===== src/rtl/rlepd_pkg.sv =====
// ============================================================================
// rlepd_pkg: shared types and constants of the RLE pixel decoder
// Widths of the stream fields, decoder phases, register indexes and the
// command word that travels from the parser to the result emitter.
// ============================================================================
package rlepd_pkg;

	// Field widths fixed by the stream format.
	localparam int CNT_W   = 15;   // pixel counts and pixel_total
	localparam int LEN_W   = 16;   // byte counts and stream_length
	localparam int PIXEL_W = 16;   // one RGB565 pixel
	localparam int ITEMS_W = 9;    // pixels named by one header, up to 128
	localparam int NEED_W  = 10;   // payload bytes named by one header
	localparam int CFG_W   = 16;   // widest configuration register

	// Clamps applied to the configured image size and stream length.
	localparam int MAX_PIXELS       = 16384;
	localparam int MAX_STREAM_BYTES = 65535;

	// Reset values of the configuration registers.
	localparam int PIXEL_TOTAL_RST   = 5184;
	localparam int STREAM_LENGTH_RST = 1;

	// Default depth of the command queue.
	localparam int QUEUE_DEPTH = 4;

	// Configuration register indexes.
	typedef enum logic [0:0] {
		REG_PIXEL_TOTAL   = 1'b0,
		REG_STREAM_LENGTH = 1'b1
	} reg_index_t;

	// Parser phase: waiting for a header, the high or the low pixel byte.
	typedef enum logic [1:0] {
		PH_HEADER = 2'd0,
		PH_HIGH   = 2'd1,
		PH_LOW    = 2'd2
	} phase_t;

	// One parser command: a first result and an optional black fill after it.
	typedef struct packed {
		logic [PIXEL_W-1:0] pixel;
		logic [CNT_W-1:0]   count;
		logic               last;
		logic               error;
		logic               has_fill;
		logic [CNT_W-1:0]   fill_count;
	} cmd_t;

endpackage


===== src/rtl/rlepd_front.sv =====
// ============================================================================
// rlepd_front: byte parser of the RLE pixel decoder
// Holds the configuration and decode state, takes one byte per cycle while the
// queue has room, and turns each byte that causes results into one command.
// ============================================================================
module rlepd_front (
	input  logic                          clk,
	input  logic                          arst_n,
	input  logic                          wr_en,
	input  logic [0:0]                    wr_index,
	input  logic [rlepd_pkg::CFG_W-1:0]   wr_data,
	input  logic                          in_valid,
	output logic                          in_ready,
	input  logic [7:0]                    code_byte,
	input  logic                          q_full,
	output logic                          push,
	output rlepd_pkg::cmd_t               cmd
);

	logic [rlepd_pkg::CNT_W-1:0]   pixel_total_q;
	logic [rlepd_pkg::LEN_W-1:0]   stream_length_q;

	logic [rlepd_pkg::LEN_W-1:0]   bytes_seen_q, bytes_seen_d;
	logic [rlepd_pkg::CNT_W-1:0]   pixels_written_q, pixels_written_d;
	rlepd_pkg::phase_t             phase_q, phase_d;
	logic                          is_run_q, is_run_d;
	logic [rlepd_pkg::ITEMS_W-1:0] items_left_q, items_left_d;
	logic [7:0]                    high_byte_q, high_byte_d;
	logic                          image_done_q, image_done_d;

	logic                          accept;
	logic [rlepd_pkg::CNT_W-1:0]   total;
	logic [rlepd_pkg::LEN_W-1:0]   len;
	logic                          nothing_owed;
	logic                          stream_used;
	logic [rlepd_pkg::CNT_W-1:0]   owed;
	logic [rlepd_pkg::LEN_W-1:0]   bytes_inc;
	logic [rlepd_pkg::CNT_W-1:0]   items_ext;
	logic [rlepd_pkg::CNT_W-1:0]   pix_cnt;
	logic [rlepd_pkg::CNT_W-1:0]   rest;
	logic                          pix_done;
	logic [rlepd_pkg::ITEMS_W-1:0] items_after;
	logic                          at_boundary_end;
	logic                          hdr_run;
	logic [rlepd_pkg::ITEMS_W-1:0] hdr_items;
	logic [rlepd_pkg::NEED_W-1:0]  hdr_need;
	logic                          hdr_fail;

	assign in_ready = !q_full;
	assign accept   = in_valid && in_ready;

	// Effective limits after clamping.
	assign total = (32'(pixel_total_q) < rlepd_pkg::MAX_PIXELS) ? pixel_total_q
		: rlepd_pkg::CNT_W'(rlepd_pkg::MAX_PIXELS);
	assign len = (32'(stream_length_q) < rlepd_pkg::MAX_STREAM_BYTES) ? stream_length_q
		: rlepd_pkg::LEN_W'(rlepd_pkg::MAX_STREAM_BYTES);

	assign nothing_owed = pixels_written_q >= total;
	assign stream_used  = bytes_seen_q >= len;
	assign owed         = total - pixels_written_q;
	assign bytes_inc    = bytes_seen_q + 1'b1;

	// Pixel completion: a run takes the clipped repeat, a literal one pixel.
	assign items_ext = rlepd_pkg::CNT_W'(items_left_q);
	assign pix_cnt   = is_run_q ? ((items_ext < owed) ? items_ext : owed)
		: rlepd_pkg::CNT_W'(1);
	assign pix_done  = pix_cnt == owed;
	assign rest      = owed - pix_cnt;
	assign items_after = is_run_q ? '0
		: ((items_left_q != '0) ? items_left_q - 1'b1 : '0);
	assign at_boundary_end = (items_after == '0) && (bytes_inc >= len);

	// Header decode and payload check against the stream length.
	assign hdr_run   = code_byte[7];
	assign hdr_items = hdr_run ? rlepd_pkg::ITEMS_W'(code_byte[6:0]) + 1'b1
		: rlepd_pkg::ITEMS_W'(code_byte) + 1'b1;
	assign hdr_need  = hdr_run ? rlepd_pkg::NEED_W'(2) : {hdr_items, 1'b0};
	assign hdr_fail  = ((rlepd_pkg::LEN_W+1)'(bytes_inc) + (rlepd_pkg::LEN_W+1)'(hdr_need))
		> (rlepd_pkg::LEN_W+1)'(len);

	// Next state.
	always_comb begin
		bytes_seen_d     = bytes_seen_q;
		pixels_written_d = pixels_written_q;
		phase_d          = phase_q;
		is_run_d         = is_run_q;
		items_left_d     = items_left_q;
		high_byte_d      = high_byte_q;
		image_done_d     = image_done_q;
		if (accept && !image_done_q) begin
			if (nothing_owed) begin
				image_done_d = 1'b1;
			end else if (stream_used) begin
				image_done_d = 1'b1;
			end else begin
				bytes_seen_d = bytes_inc;
				case (phase_q)
					rlepd_pkg::PH_HIGH: begin
						high_byte_d = code_byte;
						phase_d     = rlepd_pkg::PH_LOW;
					end
					rlepd_pkg::PH_LOW: begin
						pixels_written_d = pixels_written_q + pix_cnt;
						items_left_d     = items_after;
						if (pix_done) begin
							image_done_d = 1'b1;
						end else begin
							phase_d = (items_after == '0) ? rlepd_pkg::PH_HEADER
								: rlepd_pkg::PH_HIGH;
							if (at_boundary_end) begin
								image_done_d = 1'b1;
							end
						end
					end
					default: begin
						is_run_d     = hdr_run;
						items_left_d = hdr_items;
						if (hdr_fail) begin
							image_done_d = 1'b1;
						end else begin
							phase_d = rlepd_pkg::PH_HIGH;
						end
					end
				endcase
			end
		end
	end

	// Command output.
	always_comb begin
		push           = 1'b0;
		cmd.pixel      = '0;
		cmd.count      = '0;
		cmd.last       = 1'b0;
		cmd.error      = 1'b0;
		cmd.has_fill   = 1'b0;
		cmd.fill_count = '0;
		if (accept && !image_done_q && !nothing_owed) begin
			if (stream_used) begin
				push     = 1'b1;
				cmd.last = 1'b1;
				if (phase_q == rlepd_pkg::PH_HIGH || phase_q == rlepd_pkg::PH_LOW) begin
					cmd.error = 1'b1;
				end else begin
					cmd.count = owed;
				end
			end else begin
				case (phase_q)
					rlepd_pkg::PH_HIGH: begin
						push = 1'b0;
					end
					rlepd_pkg::PH_LOW: begin
						push      = 1'b1;
						cmd.pixel = {high_byte_q, code_byte};
						cmd.count = pix_cnt;
						cmd.last  = pix_done;
						if (!pix_done && at_boundary_end) begin
							cmd.has_fill   = 1'b1;
							cmd.fill_count = rest;
						end
					end
					default: begin
						if (hdr_fail) begin
							push      = 1'b1;
							cmd.last  = 1'b1;
							cmd.error = 1'b1;
						end
					end
				endcase
			end
		end
	end

	always_ff @(posedge clk or negedge arst_n) begin
		if (!arst_n) begin
			pixel_total_q    <= rlepd_pkg::CNT_W'(rlepd_pkg::PIXEL_TOTAL_RST);
			stream_length_q  <= rlepd_pkg::LEN_W'(rlepd_pkg::STREAM_LENGTH_RST);
			bytes_seen_q     <= '0;
			pixels_written_q <= '0;
			phase_q          <= rlepd_pkg::PH_HEADER;
			is_run_q         <= 1'b0;
			items_left_q     <= '0;
			high_byte_q      <= '0;
			image_done_q     <= 1'b0;
		end else begin
			if (wr_en) begin
				case (rlepd_pkg::reg_index_t'(wr_index))
					rlepd_pkg::REG_PIXEL_TOTAL:   pixel_total_q   <= wr_data[rlepd_pkg::CNT_W-1:0];
					rlepd_pkg::REG_STREAM_LENGTH: stream_length_q <= wr_data[rlepd_pkg::LEN_W-1:0];
					default: ;
				endcase
			end
			bytes_seen_q     <= bytes_seen_d;
			pixels_written_q <= pixels_written_d;
			phase_q          <= phase_d;
			is_run_q         <= is_run_d;
			items_left_q     <= items_left_d;
			high_byte_q      <= high_byte_d;
			image_done_q     <= image_done_d;
		end
	end

endmodule


===== src/rtl/rlepd_queue.sv =====
// ============================================================================
// rlepd_queue: command queue of the RLE pixel decoder
// A small first-in first-out buffer between the parser and the emitter.
// ============================================================================
module rlepd_queue #(
	parameter int DEPTH = rlepd_pkg::QUEUE_DEPTH
) (
	input  logic            clk,
	input  logic            arst_n,
	input  logic            push,
	input  rlepd_pkg::cmd_t push_cmd,
	input  logic            pop,
	output logic            full,
	output logic            not_empty,
	output rlepd_pkg::cmd_t head_cmd
);

	localparam int PTR_W = (DEPTH > 1) ? $clog2(DEPTH) : 1;
	localparam int CNT_W = $clog2(DEPTH + 1);

	rlepd_pkg::cmd_t    entries_q [DEPTH];
	logic [PTR_W-1:0]   wr_ptr_q, rd_ptr_q;
	logic [CNT_W-1:0]   count_q;
	logic               do_push, do_pop;

	assign full      = count_q == CNT_W'(DEPTH);
	assign not_empty = count_q != '0;
	assign head_cmd  = entries_q[rd_ptr_q];
	assign do_push   = push && !full;
	assign do_pop    = pop && not_empty;

	always_ff @(posedge clk) begin
		if (do_push) begin
			entries_q[wr_ptr_q] <= push_cmd;
		end
	end

	always_ff @(posedge clk or negedge arst_n) begin
		if (!arst_n) begin
			wr_ptr_q <= '0;
			rd_ptr_q <= '0;
			count_q  <= '0;
		end else begin
			if (do_push) begin
				wr_ptr_q <= (wr_ptr_q == PTR_W'(DEPTH - 1)) ? '0 : wr_ptr_q + 1'b1;
			end
			if (do_pop) begin
				rd_ptr_q <= (rd_ptr_q == PTR_W'(DEPTH - 1)) ? '0 : rd_ptr_q + 1'b1;
			end
			if (do_push && !do_pop) begin
				count_q <= count_q + 1'b1;
			end else if (do_pop && !do_push) begin
				count_q <= count_q - 1'b1;
			end
		end
	end

endmodule


===== src/rtl/rlepd_back.sv =====
// ============================================================================
// rlepd_back: result emitter of the RLE pixel decoder
// Pops commands and drives the registered result channel, one beat per cycle
// while ready, with a trailing black fill beat where a command asks for one.
// ============================================================================
module rlepd_back (
	input  logic                          clk,
	input  logic                          arst_n,
	input  logic                          q_not_empty,
	input  rlepd_pkg::cmd_t               q_cmd,
	output logic                          q_pop,
	output logic                          out_valid,
	input  logic                          out_ready,
	output logic [rlepd_pkg::PIXEL_W-1:0] pixel_value,
	output logic [rlepd_pkg::CNT_W-1:0]   repeat_count,
	output logic                          image_end,
	output logic                          error_flag
);

	logic                          out_valid_q;
	logic [rlepd_pkg::PIXEL_W-1:0] pixel_q;
	logic [rlepd_pkg::CNT_W-1:0]   count_q;
	logic                          last_q;
	logic                          error_q;
	logic                          fill_pending_q;
	logic [rlepd_pkg::CNT_W-1:0]   fill_count_q;
	logic                          load;

	// The output register can take a new beat when empty or being drained.
	assign load  = !out_valid_q || out_ready;
	assign q_pop = load && !fill_pending_q && q_not_empty;

	assign out_valid    = out_valid_q;
	assign pixel_value  = pixel_q;
	assign repeat_count = count_q;
	assign image_end    = last_q;
	assign error_flag   = error_q;

	always_ff @(posedge clk) begin
		if (load) begin
			if (fill_pending_q) begin
				pixel_q <= '0;
				count_q <= fill_count_q;
				last_q  <= 1'b1;
				error_q <= 1'b0;
			end else begin
				pixel_q      <= q_cmd.pixel;
				count_q      <= q_cmd.count;
				last_q       <= q_cmd.last;
				error_q      <= q_cmd.error;
				fill_count_q <= q_cmd.fill_count;
			end
		end
	end

	always_ff @(posedge clk or negedge arst_n) begin
		if (!arst_n) begin
			out_valid_q    <= 1'b0;
			fill_pending_q <= 1'b0;
		end else if (load) begin
			if (fill_pending_q) begin
				out_valid_q    <= 1'b1;
				fill_pending_q <= 1'b0;
			end else begin
				out_valid_q    <= q_not_empty;
				fill_pending_q <= q_not_empty && q_cmd.has_fill;
			end
		end
	end

endmodule


===== src/rtl/rle_pixel_decoder.sv =====
// ============================================================================
// rle_pixel_decoder: run-length decoder for 16-bit pixel image streams
// Parses compressed bytes into pixels with repeat counts, fills a short
// stream with black and flags headers whose payload overruns the stream.
// ============================================================================
// Path: a result beat is written into the command queue and then into the
// emitter's output register, when the output channel is free.
// Throughput: one byte per cycle in while the queue is not full; one result
// beat per cycle out while out_ready is high. A byte that causes a pixel and
// a fill gives two emitter beats; the queue absorbs that so input flows on.
// Reset: asynchronous; clears decode state, empties the queue and the output
// register, and returns pixel_total to 5184 and stream_length to 1.
module rle_pixel_decoder #(
	parameter int QUEUE_DEPTH = rlepd_pkg::QUEUE_DEPTH
) (
	input  logic                          clk,
	input  logic                          arst_n,
	// Configuration writes: index 0 is pixel_total, index 1 is stream_length.
	input  logic                          wr_en,
	input  logic [0:0]                    wr_index,
	input  logic [rlepd_pkg::CFG_W-1:0]   wr_data,
	// Compressed byte channel.
	input  logic                          in_valid,
	output logic                          in_ready,
	input  logic [7:0]                    code_byte,
	// Decoded result channel.
	output logic                          out_valid,
	input  logic                          out_ready,
	output logic [rlepd_pkg::PIXEL_W-1:0] pixel_value,
	output logic [rlepd_pkg::CNT_W-1:0]   repeat_count,
	output logic                          image_end,
	output logic                          error_flag
);

	// Commands cross from the parser to the emitter through the queue, so a
	// stalled output only holds off input once the queue has filled up.
	logic            q_push;
	rlepd_pkg::cmd_t q_push_cmd;
	logic            q_pop;
	logic            q_full;
	logic            q_not_empty;
	rlepd_pkg::cmd_t q_head_cmd;

	// The parser decides every outcome of a byte in the cycle it is taken:
	// header decode with the payload check, pixel assembly, clipping of the
	// repeat count to the pixels still owed, and the end-of-image cases.
	rlepd_front u_front (
		.clk       (clk),
		.arst_n    (arst_n),
		.wr_en     (wr_en),
		.wr_index  (wr_index),
		.wr_data   (wr_data),
		.in_valid  (in_valid),
		.in_ready  (in_ready),
		.code_byte (code_byte),
		.q_full    (q_full),
		.push      (q_push),
		.cmd       (q_push_cmd)
	);

	rlepd_queue #(
		.DEPTH (QUEUE_DEPTH)
	) u_queue (
		.clk       (clk),
		.arst_n    (arst_n),
		.push      (q_push),
		.push_cmd  (q_push_cmd),
		.pop       (q_pop),
		.full      (q_full),
		.not_empty (q_not_empty),
		.head_cmd  (q_head_cmd)
	);

	// The emitter owns the registered output beat and splits a command with
	// a trailing fill into two beats.
	rlepd_back u_back (
		.clk          (clk),
		.arst_n       (arst_n),
		.q_not_empty  (q_not_empty),
		.q_cmd        (q_head_cmd),
		.q_pop        (q_pop),
		.out_valid    (out_valid),
		.out_ready    (out_ready),
		.pixel_value  (pixel_value),
		.repeat_count (repeat_count),
		.image_end    (image_end),
		.error_flag   (error_flag)
	);

endmodule


===== config.mk =====
export PLATFORM = sky130hd
export DESIGN_NAME = rle_pixel_decoder
export DESIGN_NICKNAME = d
export VERILOG_FILES = /design/src/rtl/rlepd_pkg.sv /design/src/rtl/rlepd_front.sv /design/src/rtl/rlepd_queue.sv /design/src/rtl/rlepd_back.sv /design/src/rtl/rle_pixel_decoder.sv
export SDC_FILE = /design/constraint.sdc
export NUM_CORES = 1
export LEC_CHECK = 0
export BUFFER_PORTS_ARGS = -buffer_cell sky130_fd_sc_hd__buf_2
export CAP_MARGIN = 10
export CORE_MARGIN = 5
export CORE_UTILIZATION = 63
export DETAILED_ROUTE_END_ITERATION = 6
export MAX_ROUTING_LAYER = met4
export PLACE_DENSITY = 0.81
export SETUP_SLACK_MARGIN = 0.15
export SKIP_LAST_GASP = 1
export SLEW_MARGIN = 30
export SYNTH_ARGS = -nofsm -noshare
export SYNTH_HDL_FRONTEND = slang
export SYNTH_SLANG_ARGS = --single-unit

===== constraint.sdc =====
create_clock -name clk -period 11.2 [get_ports clk]
set_input_delay 0.56 -clock clk [delete_from_list [all_inputs] [get_ports clk]]
set_output_delay 0.56 -clock clk [all_outputs]
set_load 0.02 [all_outputs]

# [Yosys cells after proc, flatten, opt, wreduce, memory -nomap -nowiden]
# Memory sizes are Yosys's and may differ from the RTL's.
# Index checks and enable logic that the tools add are counted.
# W data, S select, Z words.
[totals] register_bits=140 ramBits=196 out_inout_bits=35 wordCells=137 mem_count=1
[op_classes] add_sub_neg=12 order_cmp=7 n_eq_ne=10 muxes=44 n_bitwise=6 reduce_logical=38
[memory_table] name="u_queue.entries_q" depth=4 width=49 read_ports=1 rd_ports_with_merged_regs=0 write_ports=1 line="rlepd_queue.sv:21" source="rlepd_pkg::cmd_t entries_q [DEPTH];"
[op_table] op="$mux W16" n=5
[op_table] op="$mux W15" n=5
[op_table] op="$mux W49" n=1
[op_table] op="$ge A16 B16 Y1" n=2
[op_table] op="$mux W31" n=1
[op_table] op="$sub A15 B15 Y15" n=2
[op_table] op="$mux W9" n=3
[op_table] op="$reduce_and A4 Y1" n=5
[op_table] op="$pmux W9 S2" n=1
[op_table] op="$add A16 B10 Y17" n=1
[op_table] op="$gt A17 B16 Y1" n=1
[op_table] op="$mux W17" n=1
[op_table] op="$add A16 B1 Y16 const B" n=1
[op_table] op="$lt A16 B16 Y1 const B" n=1
[op_table] op="$add A15 B15 Y15" n=1
[op_table] op="$eq A15 B15 Y1" n=1
[op_table] op="$ge A15 B15 Y1" n=1
[op_table] op="$lt A15 B15 Y1 const B" n=1
[op_table] op="$lt A9 B15 Y1" n=1
[op_table] op="$mux W1" n=15
[op_table] op="$logic_and A1 B1 Y1" n=12
[op_table] op="$mux W10" n=1
[op_table] op="$mux W2" n=5
[op_table] op="$add A8 B1 Y9 const B" n=1
[op_table] op="other kinds (27)" n=48

# [Longest topological paths before layout]
# Gate-level depths: netlist of the first run.
[logic_depth] word_depth=14 ltp_mapped=32 ltp_nobuf=29

# [Modules after synthesis]
# A second synthesis of the first run with hierarchy kept.
[unflattened] cells_unflattened=1378 hier_area_um2=18004.8
[modules_own_cells] mod="rlepd_front" n_inst=1 cells_each=988 area_per_inst_um2=8511.9 seq_area_each_um2=2082.0
[modules_own_cells] mod="rlepd_queue" n_inst=1 cells_each=294 area_per_inst_um2=7592.3 seq_area_each_um2=6060.8
[modules_own_cells] mod="rlepd_back" n_inst=1 cells_each=96 area_per_inst_um2=1900.6 seq_area_each_um2=1491.4

# [Least setup slack after synthesis of the first run]
# No wires, ideal clock.
[synth_timing] path_type="input to register" from="input code_byte[7]" to="memory u_queue.entries_q[0][0] in the netlist's numbering, enable pin" arrival_ns=7.878 t_required_ns=10.674 setup_slack_ns=2.796 stages=20 path_cell_list="clkbuf_1 > nand2b_1 > ha_1 > fa_1 > a21o_1 > a21oi_1 > nor2b_1 > a221o_1 > a31o_2 > a21oi_1 > nor3b_1 > xor2_1 > ha_1 > nand4_1 > nor3_1 > o31ai_1 > a31o_2 > o21ai_4 > a21oi_1 > nor3b_1"
[synth_between] elab_chain_cells=12
[synth_lines] element="from (decl)" line="rle_pixel_decoder.sv:25" source="input logic [7:0] code_byte,"
[synth_lines] element="$add A8 B1 Y9" line="rlepd_front.sv:76" source=": rlepd_pkg::ITEMS_W'(code_byte) + 1'b1;"
[synth_lines] element="$mux W9" line="rlepd_front.sv:75" source="assign hdr_items = hdr_run ? rlepd_pkg::ITEMS_W'(code_byte[6:0]) + 1'b1"
[synth_lines] element="$mux W10 *" line="rlepd_front.sv:77" source="assign hdr_need = hdr_run ? rlepd_pkg::NEED_W'(2) : {hdr_items, 1'b0};"
[synth_lines] element="$add A16 B10 Y17 *" line="rlepd_front.sv:78" source="assign hdr_fail = ((rlepd_pkg::LEN_W+1)'(bytes_inc) + (rlepd_pkg::LEN_W+1)'(hdr_need))"
[synth_lines] element="$gt A17 B16 Y1 *" line="rlepd_front.sv:79" source="> (rlepd_pkg::LEN_W+1)'(len);"
[synth_lines] element="$mux W1 *" line="rlepd_front.sv:163" source="if (hdr_fail) begin"
[synth_lines] element="$pmux W1 S2 *" line="rlepd_front.sv:148" source="case (phase_q)"
[synth_lines] element="$mux W1 *" line="rlepd_front.sv:139" source="if (stream_used) begin"
[synth_lines] element="$mux W1 *" line="rlepd_front.sv:138" source="if (accept && !image_done_q && !nothing_owed) begin"
[synth_lines] element="$logic_and A1 B1 Y1 *" line="rlepd_queue.sv:29" source="assign do_push = push && !full;"
[synth_lines] element="$mux W1 *" line="rlepd_queue.sv:33" source="if (do_push) begin"
[synth_lines] element="$mux W1 (not written as such) *" line="rlepd_queue.sv:34" source="entries_q[wr_ptr_q] <= push_cmd;"
[synth_lines] element="to (decl)" line="rlepd_queue.sv:21"
# Every way passes the cells marked *; elsewhere a longest branch is shown, timed or not.

==> impl_metrics.env, run 1 <==
export IMPL_status="finished, final reports clean"
export IMPL_grt_ovfl_total=0
export IMPL_finClkSkew_ns=0.01847
export IMPL_drive_above_1_share=0.1782
export IMPL_worstMarginPinSlew_ns=0.9189
export IMPL_first_global_vias=11710
export IMPL_rows=61
export IMPL_hold_buffers=0
export IMPL_wirelength_um=38620
export IMPL_antenna_found_initial=0
export IMPL_cts_tree="done"
export IMPL_avgSynthCellArea_sq_um=12.80
export IMPL_yosysWarnings=0
export IMPL_mostFrequentLayoutCell="edfxtp_1"
export IMPL_seqCellArea_sq_um=9639
export IMPL_via_per_inst=6.182
export IMPL_slowest_delay_ns=0.60
export IMPL_ys_ff_latch=336
export IMPL_power_density_nw_per_um2=185.9
export IMPL_die_width_um=178.3
export IMPL_grt_start_max_net_pins=53
export IMPL_setup_tns_ns=0
export IMPL_io_pins=65
export IMPL_rr_startpoint="u_front.pixel_total_q[14]$_DFFE_PN0P_"
export IMPL_postPlaceCellArea_sq_um=18600
export IMPL_max_slew_margin=0.3837
export IMPL_areaGrowthSynthToFinish_pct=10.24
export IMPL_netlist_area_sq_um=17840
export IMPL_drc=0
export IMPL_cp_top_family="compound AO/OA/AOI/OAI gates"
export IMPL_post_route_period_util=0.6011
export IMPL_startpoint_type="flip-flop"
export IMPL_grt_pass1_wl_um=62310
export IMPL_die_area_sq_um=31790
export IMPL_fill_cells=1907
export IMPL_synth_cells=1394
export IMPL_synth_top_flop_cell="edfxtp_1"
export IMPL_finish_utilization=0.7061
export IMPL_cts_buffers=35
export IMPL_final_area_sq_um=19670
export IMPL_dieHeight_um=178.3
export IMPL_clk_transition_reported_paths_ns=0.06
export IMPL_worst_ep_arrival_time_ns=7.00
export IMPL_hpwl_um=26550
export IMPL_period_needed_ns=6.732
export IMPL_cap_violations=0
export IMPL_io_buffers=64
export IMPL_nets=1620
export IMPL_cts_resized=0
export IMPL_critPathLaunch="u_front.pixel_total_q[14]$_DFFE_PN0P_"
export IMPL_multi_input_area_sq_um=7761
export IMPL_n_antenna_cell=0
export IMPL_first_iter_violations=1070
export IMPL_crit_buf_inv=2
export IMPL_slowest_stage="dfrtp_1"
export IMPL_mostFrequentLayoutCells="edfxtp_1, ha_1, dfrtp_1"
export IMPL_synth_edf_count=244
export IMPL_cts_sinks=336
export IMPL_core_area_sq_um=27860
export IMPL_num_vias=11570
export IMPL_ir_drop_mv=0.1226
export IMPL_first_pass_iters=5
export IMPL_crit_type="reg -> reg"
export IMPL_wire_per_inst_um=20.64
export IMPL_finalHoldViolCount=0
export IMPL_leakagePower_nw=7.767
export IMPL_ant_nets=0
export IMPL_h_tree_depth=2
export IMPL_crit_path_max_fanout=16
export IMPL_cp_required_ns=11.47
export IMPL_hp_class="in -> async"
export IMPL_holdWs_ns=0.04211
export IMPL_finalMaxSlewViolations=0
export IMPL_ys_types=82
export IMPL_gp_congestion=0.9041
export IMPL_setup_viol=0
export IMPL_max_freq_mhz=148.5
export IMPL_cts_root_buffer="clkbuf_16"
export IMPL_yosysSeqAreaShare=0.5399
export IMPL_finalPower_w=0.003657
export IMPL_clk_latency_ns=0.52
export IMPL_crit_path_end_kind="flip-flop"
export IMPL_cts_setup_buffers=0
export IMPL_start_util=0.6405
export IMPL_track_usage=0.2568
export IMPL_rsz0062_at_grt="no"
export IMPL_synthArstFlopShare=0.2738
export IMPL_clockBufferDepth=3
cell usage after synthesis (all sizes together) (7+ instances only):
cell type / count / area (sq um)
a211oi: 14 / 105.1
o21ai: 66 / 341.6
or3: 10 / 62.56
nand2b: 10 / 62.56
edfxtp: 244 / 7327
and4: 7 / 61.31
o211ai: 10 / 75.07
inv: 72 / 270.3
nor2: 83 / 314.1
a21oi: 50 / 257.8
xor2: 44 / 392.9
a32o: 8 / 80.08
nand4: 22 / 143.9
ha: 118 / 1476
dfrtp: 88 / 2202
a21o: 22 / 165.2
a21boi: 8 / 60.06
nor2b: 44 / 275.3
a31oi: 11 / 68.82
mux4: 49 / 1104
and3: 10 / 62.56
buf: 22 / 110.1
nand2: 76 / 287.8
and2: 19 / 118.9
xnor2: 35 / 321.6
nand3: 23 / 115.1
clkbuf: 33 / 123.9
o21a: 18 / 135.1
nor3b: 8 / 60.06
nor3: 29 / 145.1
mux2: 59 / 664.4
layer usage:
layer | up-vias | track usage | routed length, um | share of wire
li1 | 5366 | - | - | -
met1 | 5744 | 0.3549 | 16790 | 0.43
met2 | 387 | 0.4126 | 18700 | 0.48
met3 | 69 | 0.03137 | 2256 | 0.058
met4 | 0 | 0.06716 | 864 | 0.022
met5 | - | - | 0 | 0
final cells by class:
| class | instances | area share |
|---|---|---|
| Inverter | 72 | 0.01374 |
| Timing Repair Buffer | 82 | 0.02334 |
| Sequential cell | 336 | 0.4900 |
| Clock inverter | 14 | 0.006043 |
| Multi-Input combinational cell | 940 | 0.3946 |
| Tap cell | 378 | 0.02404 |
| Clock buffer | 49 | 0.04822 |
worst register-to-register path: cells and delay by family, from the launching register on:
| kind | cells | cell delay, ns |
|---|---|---|
| adders and majority gates | 4 | 1.25 |
| AOI/OAI and AO/OA | 11 | 2.12 |
| buffers and inverters | 2 | 0.17 |
| xor gates and xnor gates | 1 | 0.27 |
| DFF | 1 | 0.60 |
| and+or+nand+nor | 9 | 2.05 |
cell families (layout without fill, tap and decap cells):
| kind of cell | after synthesis | after routing | synth area share |
|---|---|---|---|
| other cells | 2 | 11 | 0.0004209 |
| compound gates | 256 | 256 | 0.09768 |
| mux | 110 | 110 | 0.1002 |
| fa+ha+maj | 124 | 124 | 0.08891 |
| flops | 336 | 336 | 0.5399 |
| simple gates | 359 | 359 | 0.1032 |
| xor+xnor | 80 | 80 | 0.04137 |
| buf+inv | 127 | 217 | 0.02826 |
flip-flops by register name (all words and copies together) (netlist names):
| name | flops |
|---|---|
| u_back.pixel_value | 16 |
| u_queue.rd_ptr_q | 2 |
| u_front.pixels_written_q | 15 |
| u_back.repeat_count | 15 |
| u_back.fill_pending_q | 1 |
| u_back.fill_count_q | 15 |
| u_front.image_done_q | 1 |
| u_front.stream_length_q | 16 |
| u_front.is_run_q | 1 |
| u_queue.wr_ptr_q | 2 |
| u_back.error_flag | 1 |
| u_queue.count_q | 3 |
| u_front.bytes_seen_q | 16 |
| u_queue.entries_q | 196 |
| u_back.image_end | 1 |
| u_front.pixel_total_q | 15 |
| u_back.out_valid | 1 |
| u_front.phase_q | 2 |
| u_front.items_left_q | 9 |
| u_front.high_byte_q | 8 |
where the power goes:
part	total, W	internal, W	switching [W]
combinational	0.00104	0.000456	0.000584
sequential	0.00153	0.00148	0.0000517
clock	0.00109	0.000619	0.000466
total	0.00366	0.00256	0.00110
final timing paths:
check / end / slack (ns) / cells after the start
worst min register to register: u_front.image_done_q$_DFFE_PN0P_ / 0.47 / 1
worst max-delay path: u_queue.entries_q[1][13]$_DFFE_PP_ / 4.47 / 27
min in group clk: u_front.stream_length_q[15]$_DFFE_PN0P_ / 0.28 / 2
worst min-delay path: u_front.pixels_written_q[4]$_DFFE_PN0P_ / 0.04 / 1
max in group asynchronous: u_front.high_byte_q[7]$_DFFE_PN0P_ / 10.01 / 2
worst max register to register: u_queue.entries_q[1][13]$_DFFE_PP_ / 4.47 / 27
per-stage QoR:
step	std cells	setup slack (ns)
finish	1871	4.468
global route	1871	3.947
CTS	1870	4.557
detailed placement	1807	4.592
global placement	1807	4.847
floorplan	1403	2.796
(Power assumes the default switching activity.)
==> run 2, diff against run 1 <==
ABC_AREA = 1   (was unset)
CORE_UTILIZATION = 57   (was 63)
PLACE_DENSITY = 0.77   (was 0.81)
clock period = 6.18 ns   (was 11.2 ns; I/O delays follow)
==> run 2 against run 1 <==
Net effect:
- synthesized cell count increased by 40%
- critical path depth is 4 higher
- global-route usage decreased by 0.64 points
- largest power group unchanged
- cell count increased by 31%
- design area up 2.8%
- highest routed layer unchanged
- sequential share of layout area fell by 1.3 points
- area after synthesis grew 1.9%
- setup slack worse by 3.9 ns
- total power grew 77%
- combinational power rose by 46%
==> impl_metrics.env, run 2 <==
export IMPL_io_buffers=64
export IMPL_cts_sinks=336
export IMPL_track_usage=0.2504
export IMPL_cts_buffers=37
export IMPL_num_vias=13910
export IMPL_via_per_inst=5.667
export IMPL_max_slew_margin=0.3644
export IMPL_drt_met1_wl_um=18440
export IMPL_period_needed_ns=5.563
export IMPL_swShare=0.3178
export IMPL_status="finished, final reports clean"
export IMPL_finish_utilization=0.6406
export IMPL_instances_no_fill=2455
export IMPL_post_route_period_util=0.9001
export IMPL_crit_path_max_fanout=16
export IMPL_die_area_sq_um=35590
export IMPL_nets=2177
export IMPL_met2_length_um=20860
export IMPL_routed_top_layer="met4"
export IMPL_ys_types=50
export IMPL_dieHeight_um=188.6
export IMPL_netlist_area_sq_um=18190
export IMPL_n_antenna_cell=0
export IMPL_grt_ovfl_total=0
export IMPL_worst_ep_arrival_time_ns=5.97
export IMPL_slowest_stage="dfrtp_2"
export IMPL_dp_cells=2386
export IMPL_areaGrowthSynthToFinish_pct=11.13
export IMPL_gp_congestion=0.9390
export IMPL_drive_above_1_share=0.1023
export IMPL_setup_tns_ns=0
export IMPL_ys_ff_latch=336
export IMPL_wl_met3_um=2859
export IMPL_layout_setup_ws_ns=0.6173
export IMPL_leakagePower_nw=8.321
export IMPL_io_pins=65
export IMPL_finClkSkew_ns=0.02034
export IMPL_core_area_sq_um=31560
export IMPL_yosysMostFrequentCell="nand2_1"
export IMPL_synth_top_flop_cell="edfxtp_1"
export IMPL_cts_root_buffer="clkbuf_16"
export IMPL_first_global_vias=13560
export IMPL_hp_class="in -> reg"
export IMPL_reg2reg_to="u_front.pixels_written_q[12]$_DFFE_PN0P_"
export IMPL_setup_viol=0
export IMPL_crit_type="reg -> reg"
export IMPL_power_frac_clock=0.345
export IMPL_clk_latency_ns=0.54
export IMPL_power_density_nw_per_um2=320.7
export IMPL_rsz0062_at_grt="no"
export IMPL_mostFrequentLayoutCells="nand2_1, nor2_1, edfxtp_1"
export IMPL_first_pass_iters=5
export IMPL_grt_start_max_net_pins=70
export IMPL_pre_cts_ws_ns=0.5868
export IMPL_rows=65
export IMPL_cts_tree="done"
export IMPL_internal_power_w=0.004422
export IMPL_max_freq_mhz=179.8
export IMPL_yosysSeqAreaShare=0.5296
export IMPL_antenna_found_initial=0
export IMPL_rr_startpoint="u_front.pixel_total_q[14]$_DFFE_PN0P_"
export IMPL_synth_cells=1956
export IMPL_crit_path_end_kind="flip-flop"
export IMPL_wirelength_um=43260
export IMPL_switching_power_w=0.002060
export IMPL_largest_reg_flops=196
export IMPL_slowest_delay_ns=0.53
export IMPL_synthArstFlopShare=0.2738
export IMPL_h_tree_depth=2
export IMPL_netlist_area_leader_share=0.4028
export IMPL_die_width_um=188.6
export IMPL_avgSynthCellArea_sq_um=9.300
export IMPL_worstMarginPinSlew_ns=0.9447
export IMPL_finalMaxSlewViolations=0
export IMPL_drc=0
export IMPL_start_util=0.5764
export IMPL_clk_transition_reported_paths_ns=0.06
export IMPL_finalHoldViolCount=0
export IMPL_cts_setup_buffers=0
export IMPL_min_to="u_front.stream_length_q[15]$_DFFE_PN0P_"
export IMPL_synth_common_cells="nand2_1, nor2_1, edfxtp_1"
export IMPL_startpoint_type="flip-flop"
export IMPL_cap_violations=0
export IMPL_ant_nets=0
export IMPL_hpwl_um=30310
export IMPL_yosysWarnings=0
export IMPL_ir_drop_mv=0.2625
export IMPL_cp_required_ns=6.58
export IMPL_holdWs_ns=0.03871
export IMPL_clockBufferDepth=3
export IMPL_mostFrequentLayoutCell="nand2_1"
export IMPL_regMostFlops="u_queue.entries_q"
export IMPL_yosysTopAreaCell="edfxtp_1"
export IMPL_reg2reg_depth=31
export IMPL_worstHoldStart="wr_data[15]"
export IMPL_grt_pass1_wl_um=70320
export IMPL_critPathMostFrequentCell="nand2_1"
export IMPL_comb_power_share=0.235
export IMPL_first_iter_violations=1050
export IMPL_synth_edf_count=244
export IMPL_synth_area_leaders="edfxtp_1, dfrtp_1, ha_1"
export IMPL_holdPathStages=3
export IMPL_rrSetupSlack_ns=0.62
export IMPL_pwr_share_seq=0.420
export IMPL_wire_per_inst_um=17.62
[run 2: changes by cell type after synthesis, moves of 44 or more]
| cell | before | now |
|---|---|---|
| nand2_1 | 75 | 325 |
| nor2_1 | 82 | 293 |
| inv_1 | 72 | 214 |
| o21ai_0 | 61 | 193 |
| mux2_2 | 58 | 1 |
| nand3_1 | 23 | 73 |
| mux4_2 | 49 | 0 |
| nor2b_1 | 44 | 0 |
[run 2: power by group through the flow]
stage	Sequential, W	Combinational, W	Clock (W)
CTS	0.00272	0.00152	0.00227
global placement	0.00276	0.00144	0
floorplan	0.00285	0.000944	0
finish	0.00272	0.00152	0.00224
detailed placement	0.00277	0.00151	0
global route	0.00274	0.00170	0.00237
[run 2: per-stage QoR]
step | instance area [sq um] | total power [W]
CTS | 20200 | 0.006514
finish | 20210 | 0.006483
detailed placement | 18960 | 0.004276
global route | 20210 | 0.006812
global placement | 18930 | 0.004198
floorplan | 18220 | 0.003793
[run 2: worst max-delay path, delay by kind of cell, from the launching register on]
kind | cells | cell delay, ns
and+or+nand+nor | 12 | 1.42
xor gates and xnor gates | 1 | 0.19
DFF | 1 | 0.53
buffers and inverters | 5 | 0.35
AOI/OAI and AO/OA | 8 | 1.45
adders and majority gates | 5 | 1.49
[run 2: final cells by class]
type,instances,area [sq um]
clock inverter,23,276.5
multi-input combinational,1347,7513
tap,402,503.0
sequential,336,9637
clock buffer,45,955.9
inverter,223,842.1
timing repair buffer,79,486.7
fill,2517,11340
[run 2: how the worst max path moves through the flow]
stage                                                     to                                   from  slack, ns
CTS                 u_front.pixels_written_q[12]$_DFFE_PN0P_  u_front.pixel_total_q[14]$_DFFE_PN0P_       0.57
floorplan                  u_queue.entries_q[3][0]$_DFFE_PP_    u_front.bytes_seen_q[1]$_DFFE_PN0P_       0.13
global route                  u_queue.count_q[2]$_DFFE_PN0P_    u_front.bytes_seen_q[1]$_DFFE_PN0P_       0.17
finish              u_front.pixels_written_q[12]$_DFFE_PN0P_  u_front.pixel_total_q[14]$_DFFE_PN0P_       0.62
detailed placement  u_front.pixels_written_q[12]$_DFFE_PN0P_  u_front.pixel_total_q[14]$_DFFE_PN0P_       0.59
global placement          u_queue.entries_q[3][14]$_DFFE_PP_  u_front.pixel_total_q[14]$_DFFE_PN0P_       0.75
[run 2: timing repair]
action,in CTS,in global routing
resized for setup,0,2
hold buffers,1,0
endpoints found under the setup margin,0,55
hold endpoints to repair,23,0
[run 2: cells by family after synthesis]
kind of cell    after synthesis  synth area share
other cells                   2         0.0004129
compound gates              358            0.1053
buf+inv                     282           0.06122
simple gates                796            0.1882
flops                       336            0.5296
fa+ha+maj                   123           0.08667
xor+xnor                     58           0.02793
mux                           1         0.0006190
[run 2: routing by layer]
metal | vias to the layer above | track usage
li1 | 6740 | -
met1 | 6625 | 0.3319
met2 | 463 | 0.4124
met3 | 85 | 0.03316
met4 | 0 | 0.06726
met5 | - | -
